File: config.mk
export PLATFORM = sky130hd
export DESIGN_NAME = cowa_ctrl
export DESIGN_NICKNAME = d
export VERILOG_FILES = /design/src/rtl/core/cowa_pkg.sv /design/src/rtl/core/cowa_ctrl.sv
export SDC_FILE = /design/constraint.sdc
export NUM_CORES = 1
export LEC_CHECK = 0
export ABC_CLOCK_PERIOD_IN_PS = 1060
export BUFFER_PORTS_ARGS = -buffer_cell sky130_fd_sc_hd__buf_2
export CAP_MARGIN = 20
export CORE_AREA = 2 2 39 41
export DETAILED_ROUTE_END_ITERATION = 7
export DIE_AREA = 0 0 41 43
export PLACE_DENSITY = 0.63
export SLEW_MARGIN = 20
export SYNTH_ARGS = -nofsm -noshare
export SYNTH_HDL_FRONTEND = slang
export SYNTH_SLANG_ARGS = --single-unit
export TNS_END_PERCENT = 5
File: constraint.sdc
create_clock -name clock -period 1.06 [get_ports clock]
set_input_delay 0.053 -clock clock [delete_from_list [all_inputs] [get_ports clock]]
set_output_delay 0.053 -clock clock [all_outputs]
set_load 0.01 [all_outputs]
File: src/rtl/core/cowa_pkg.sv
// cowa_pkg: shared widths, constants, controller states and the command and
// status structs of the clock offset window averager
// no dependencies
package cowa_pkg;

   localparam int unsigned DEPTH_DEF  = 512;
   localparam int unsigned TIME_W     = 32;
   localparam int unsigned COUNT_W    = 10;
   // est*5 + mean in two's complement, magnitude at most 6 * 2^31
   localparam int unsigned SMOOTH_W   = 36;
   localparam int unsigned MEAN_W     = TIME_W + 1;

   // divide by six: halve the magnitude (below 2^33), multiply by ceil(2^35/3)
   // and keep bits 35 and up; the low multiplier slice is RECIP_LO_W bits
   localparam int unsigned HALF_W      = TIME_W + 1;
   localparam int unsigned RECIP_W     = 34;
   localparam int unsigned RECIP_LO_W  = 17;
   localparam int unsigned THIRD_SHIFT = 35;
   localparam logic [RECIP_W-1:0] THIRD_RECIP = 34'h2_AAAA_AAAB;

   typedef enum logic [3:0] {
      ST_IDLE,
      ST_UPDATE,
      ST_MEAN_START,
      ST_MEAN_DIV,
      ST_SMOOTH_PREP,
      ST_SMOOTH_START,
      ST_SMOOTH_LO,
      ST_SMOOTH_HI,
      ST_SMOOTH_LATCH,
      ST_OUTPUT
   } ctrl_state_type;

   typedef struct packed {
      logic load_sample;
      logic update;
      logic mean_start;
      logic mean_latch;
      logic smooth_prep;
      logic smooth_start;
      logic smooth_lo;
      logic smooth_hi;
      logic smooth_latch;
      logic out_load;
   } dp_cmd_type;

   typedef struct packed {
      logic div_done;
   } dp_status_type;

endpackage

File: src/rtl/core/cowa_ctrl.sv
// cowa_ctrl: sequencing state machine and result valid flag
// depends on cowa_pkg
module cowa_ctrl (
   input  logic                     clock,
   input  logic                     reset,
   input  logic                     req_valid,
   output logic                     req_ready,
   output logic                     rsp_valid,
   input  logic                     rsp_ready,
   input  cowa_pkg::dp_status_type  status,
   output cowa_pkg::dp_cmd_type     cmd
);

   cowa_pkg::ctrl_state_type state_ff, state_in;
   logic rsp_valid_ff, rsp_valid_in;
   logic rsp_free;

   // the result register can take a new value once the old one transfers
   assign rsp_free = !rsp_valid_ff || rsp_ready;

   always_comb begin
      state_in = state_ff;
      case (state_ff)
         cowa_pkg::ST_IDLE: begin
            if (req_valid) begin
               state_in = cowa_pkg::ST_UPDATE;
            end
         end
         cowa_pkg::ST_UPDATE:       state_in = cowa_pkg::ST_MEAN_START;
         cowa_pkg::ST_MEAN_START:   state_in = cowa_pkg::ST_MEAN_DIV;
         cowa_pkg::ST_MEAN_DIV: begin
            if (status.div_done) begin
               state_in = cowa_pkg::ST_SMOOTH_PREP;
            end
         end
         cowa_pkg::ST_SMOOTH_PREP:  state_in = cowa_pkg::ST_SMOOTH_START;
         cowa_pkg::ST_SMOOTH_START: state_in = cowa_pkg::ST_SMOOTH_LO;
         cowa_pkg::ST_SMOOTH_LO:    state_in = cowa_pkg::ST_SMOOTH_HI;
         cowa_pkg::ST_SMOOTH_HI:    state_in = cowa_pkg::ST_SMOOTH_LATCH;
         cowa_pkg::ST_SMOOTH_LATCH: state_in = cowa_pkg::ST_OUTPUT;
         cowa_pkg::ST_OUTPUT: begin
            if (rsp_free) begin
               state_in = cowa_pkg::ST_IDLE;
            end
         end
         default:                   state_in = cowa_pkg::ST_IDLE;
      endcase
   end

   always_comb begin
      cmd       = '0;
      req_ready = 1'b0;
      case (state_ff)
         cowa_pkg::ST_IDLE: begin
            req_ready       = 1'b1;
            cmd.load_sample = req_valid;
         end
         cowa_pkg::ST_UPDATE:       cmd.update       = 1'b1;
         cowa_pkg::ST_MEAN_START:   cmd.mean_start   = 1'b1;
         cowa_pkg::ST_MEAN_DIV:     cmd.mean_latch   = status.div_done;
         cowa_pkg::ST_SMOOTH_PREP:  cmd.smooth_prep  = 1'b1;
         cowa_pkg::ST_SMOOTH_START: cmd.smooth_start = 1'b1;
         cowa_pkg::ST_SMOOTH_LO:    cmd.smooth_lo    = 1'b1;
         cowa_pkg::ST_SMOOTH_HI:    cmd.smooth_hi    = 1'b1;
         cowa_pkg::ST_SMOOTH_LATCH: cmd.smooth_latch = 1'b1;
         cowa_pkg::ST_OUTPUT:       cmd.out_load     = rsp_free;
         default: begin
            cmd       = '0;
            req_ready = 1'b0;
         end
      endcase
   end

   always_comb begin
      rsp_valid_in = rsp_valid_ff;
      if (cmd.out_load) begin
         rsp_valid_in = 1'b1;
      end else if (rsp_ready) begin
         rsp_valid_in = 1'b0;
      end
   end

   always_ff @(posedge clock) begin
      if (reset) begin
         state_ff     <= cowa_pkg::ST_IDLE;
         rsp_valid_ff <= 1'b0;
      end else begin
         state_ff     <= state_in;
         rsp_valid_ff <= rsp_valid_in;
      end
   end

   assign rsp_valid = rsp_valid_ff;

endmodule

==> out/qor.yml <==
cp.required_ps: 1010
antenna_found_initial: 0
cts.sinks: 5
port_buffers: 16
period_share_pct: 123
max_stage_delay_ps: 350
fin_ws_ps: -245
p_total_mw: 0.740
die-area_mm2: 0.00176
totalWireLength_mm: 1.12
path_clk_slew_ps: 40
final_nets: 78
ys_types: 23
synth_seq_area_share_pct: 27.2
crit_type: "reg2out"
critPathTopFamily: "flip-flops"
wl_per_cell_um: 12.7
fin_skew_ps: 2.28
syn_avg_cell_area_um2: 8.36
h-tree-depth: 1
p_per_area_mw_per_mm2: 1100
cp_cell_sequence: "buf_4 > nor4b_4 > buf_2"
synth-seq-cells: 5
route.detailed.drc: 0
worstPathArrival_ps: 1250
p_leak_nw: 0.309
clk_latency_ps: 250
dr.pass1.iters: 3
vias: 418
cp.buffers_inverters: 2
grt_max_degree: 8
fmax_ghz: 0.766
dp_cells: 82
syn_to_final_growth_pct: 83.0
synth_area_leader_cell: "dfxtp_1"
tightest_slew_ps: 247
instances_no_fill: 88
rows: 14
crit_fanout: 7
root_buffer: "clkbuf_4"
status: "finished with violations"
initial_core_util_pct: 26.6
syn_nets: 49
yosysWarnings: 0
synthCells: 44
grt_overflow: 0
drt_iter0_drc: 1
drv_slew: 0
coreArea_mm2: 0.00138
worstSetupStartpointType: "register"
drive_gt1_share_pct: 66.7
cts_tree: "yes"
antenna_cells: 0
setup_viol: 14
viasPerCell: 4.75
hold_viol: 0
die_w_um: 41
antenna_left: 0
critical_path.slowest_cell: "dfxtp_4"
synth_top_area_share_pct: 27.2
pin_count: 17
cts_max_path_buffers: 2
cp-end-kind: "output pin"
period_needed_ps: 1300
vdd_drop_max_v: 0.000583
place_congestion: 0.820
dp_hpwl_um: 809
drv_cap: 0
die_h_um: 43
rsz0062_at_grt: "true"
grt_util_all_layers_pct: 14.8
slew_headroom_pct: 83.5
nFillCells: 131
cts_made_buffers: 3
grt_pass1_vias: 383
hp-class: "in2reg"
syn_area_um2: 368
synth_area_leaders: "dfxtp_1 (27%), nand2b_4 (7.5%), nor3_1 (6.8%), nor2_1 (6.1%), nand2b_1 (5.1%)"
grt_pass1_wl_mm: 1.67
violations: "negative setup slack"
## per-layer routing
layer	share of wire [%]	vias up	routed length [um]	global-route usage [%]
met1	37	200	418	15.1
li1	-	207	-	-
met2	57	7	641	22.8
met3	3.1	4	35	4.71
met5	0	-	0	0
met4	2.1	0	23	12.0
## placed cells by master (no fill, tap or decap), drive strengths merged
| cell type | n |
|---|---|
| a21oi | 1 |
| a221oi | 1 |
| and2 | 1 |
| buf | 29 |
| clkbuf | 4 |
| dfxtp | 5 |
| inv | 3 |
| nand2 | 2 |
| nand2b | 5 |
| nand4bb | 1 |
| nor2 | 6 |
| nor2b | 1 |
| nor3 | 5 |
| nor4 | 2 |
| nor4b | 2 |
| o21ai | 1 |
| o31a | 1 |
| o32a | 1 |
| xor2 | 1 |
## report_power, final
part | switching (mW) | internal [mW] | total (mW)
combinational | 0.127 | 0.160 | 0.287
clock | 0.0854 | 0.143 | 0.228
sequential | 0.0234 | 0.202 | 0.225
## cell type report
cell class	count	area, um^2	share of cell area, %
well taps	16	20.0	2.97
repair buffers	29	209	31.0
clock buffers	4	26.3	3.90
inverters	3	11.3	1.67
flip-flops and latches	5	113	16.7
multi-input cells	31	294	43.7
## flip-flops by register name, summed over array words and instances, names as in the netlist
signal	cells
state_ff	4
rsp_valid	1
## path summary, 6_finish.rpt
path	endpoint	slack, ps	cells after the start	from
worst min-delay path	state_ff[0]$_SDFFE_PP0P_	60	3	req_valid
worst max register to register	state_ff[0]$_SDFFE_PP0P_	-110	4	state_ff[0]$_SDFFE_PP0P_
worst max-delay path	cmd[1]	-240	3	state_ff[0]$_SDFFE_PP0P_
worst min register to register	rsp_valid$_SDFFE_PP0P_	560	2	rsp_valid$_SDFFE_PP0P_
## kinds of logic after synthesis
group                  after synthesis  synth area share [%]
AND/OR/NAND/NOR                     25                  45.6
buffers and inverters                8                  12.9
AO/OA/AOI/OAI                        5                  11.9
flip-flops                           5                  27.2
XOR/XNOR                             1                  2.38
## cell usage after synthesis
master,number
nor2_1,6
dfxtp_1,5
nor3_1,5
inv_1,3
nand2b_1,3
buf_2,2
buf_4,2
nand2_1,2
nand2b_4,2
a21oi_1,1
a221oi_2,1
and2_1,1
buf_6,1
nand4bb_1,1
nor2b_1,1
nor4_1,1
nor4_2,1
nor4b_1,1
nor4b_2,1
o21ai_0,1
o31a_1,1
o32a_1,1
xor2_1,1
## metrics by stage
step | util (%) | hold WS [ps] | setup WS [ps] | setup TNS (ps) | cell area (um^2)
floorplan | - | 119 | -102 | -250 | 388
global placement | 38.2 | 302 | -98.8 | -406 | 529
detailed placement | 38.2 | 306 | -130 | -551 | 529
CTS | 46.7 | 33.3 | -221 | -2010 | 646
global route | 48.6 | 63.4 | -285 | -2580 | 673
finish | 48.6 | 61.5 | -245 | -1960 | 673
## worst min-delay path, stage by stage
cell and delay, ps:
buf_2 100, inv_1 60, a221oi_2 50
## timing repair
action                                  in CTS  in global routing
hold endpoints to repair                     0                  0
gates resized for setup                     15                  5
pin swaps                                    4                  0
buffers inserted                             2                  0
hold buffers                                 0                  0
endpoints found under the setup margin      15                 15
Note: power is estimated with default switching activity, not from simulation.
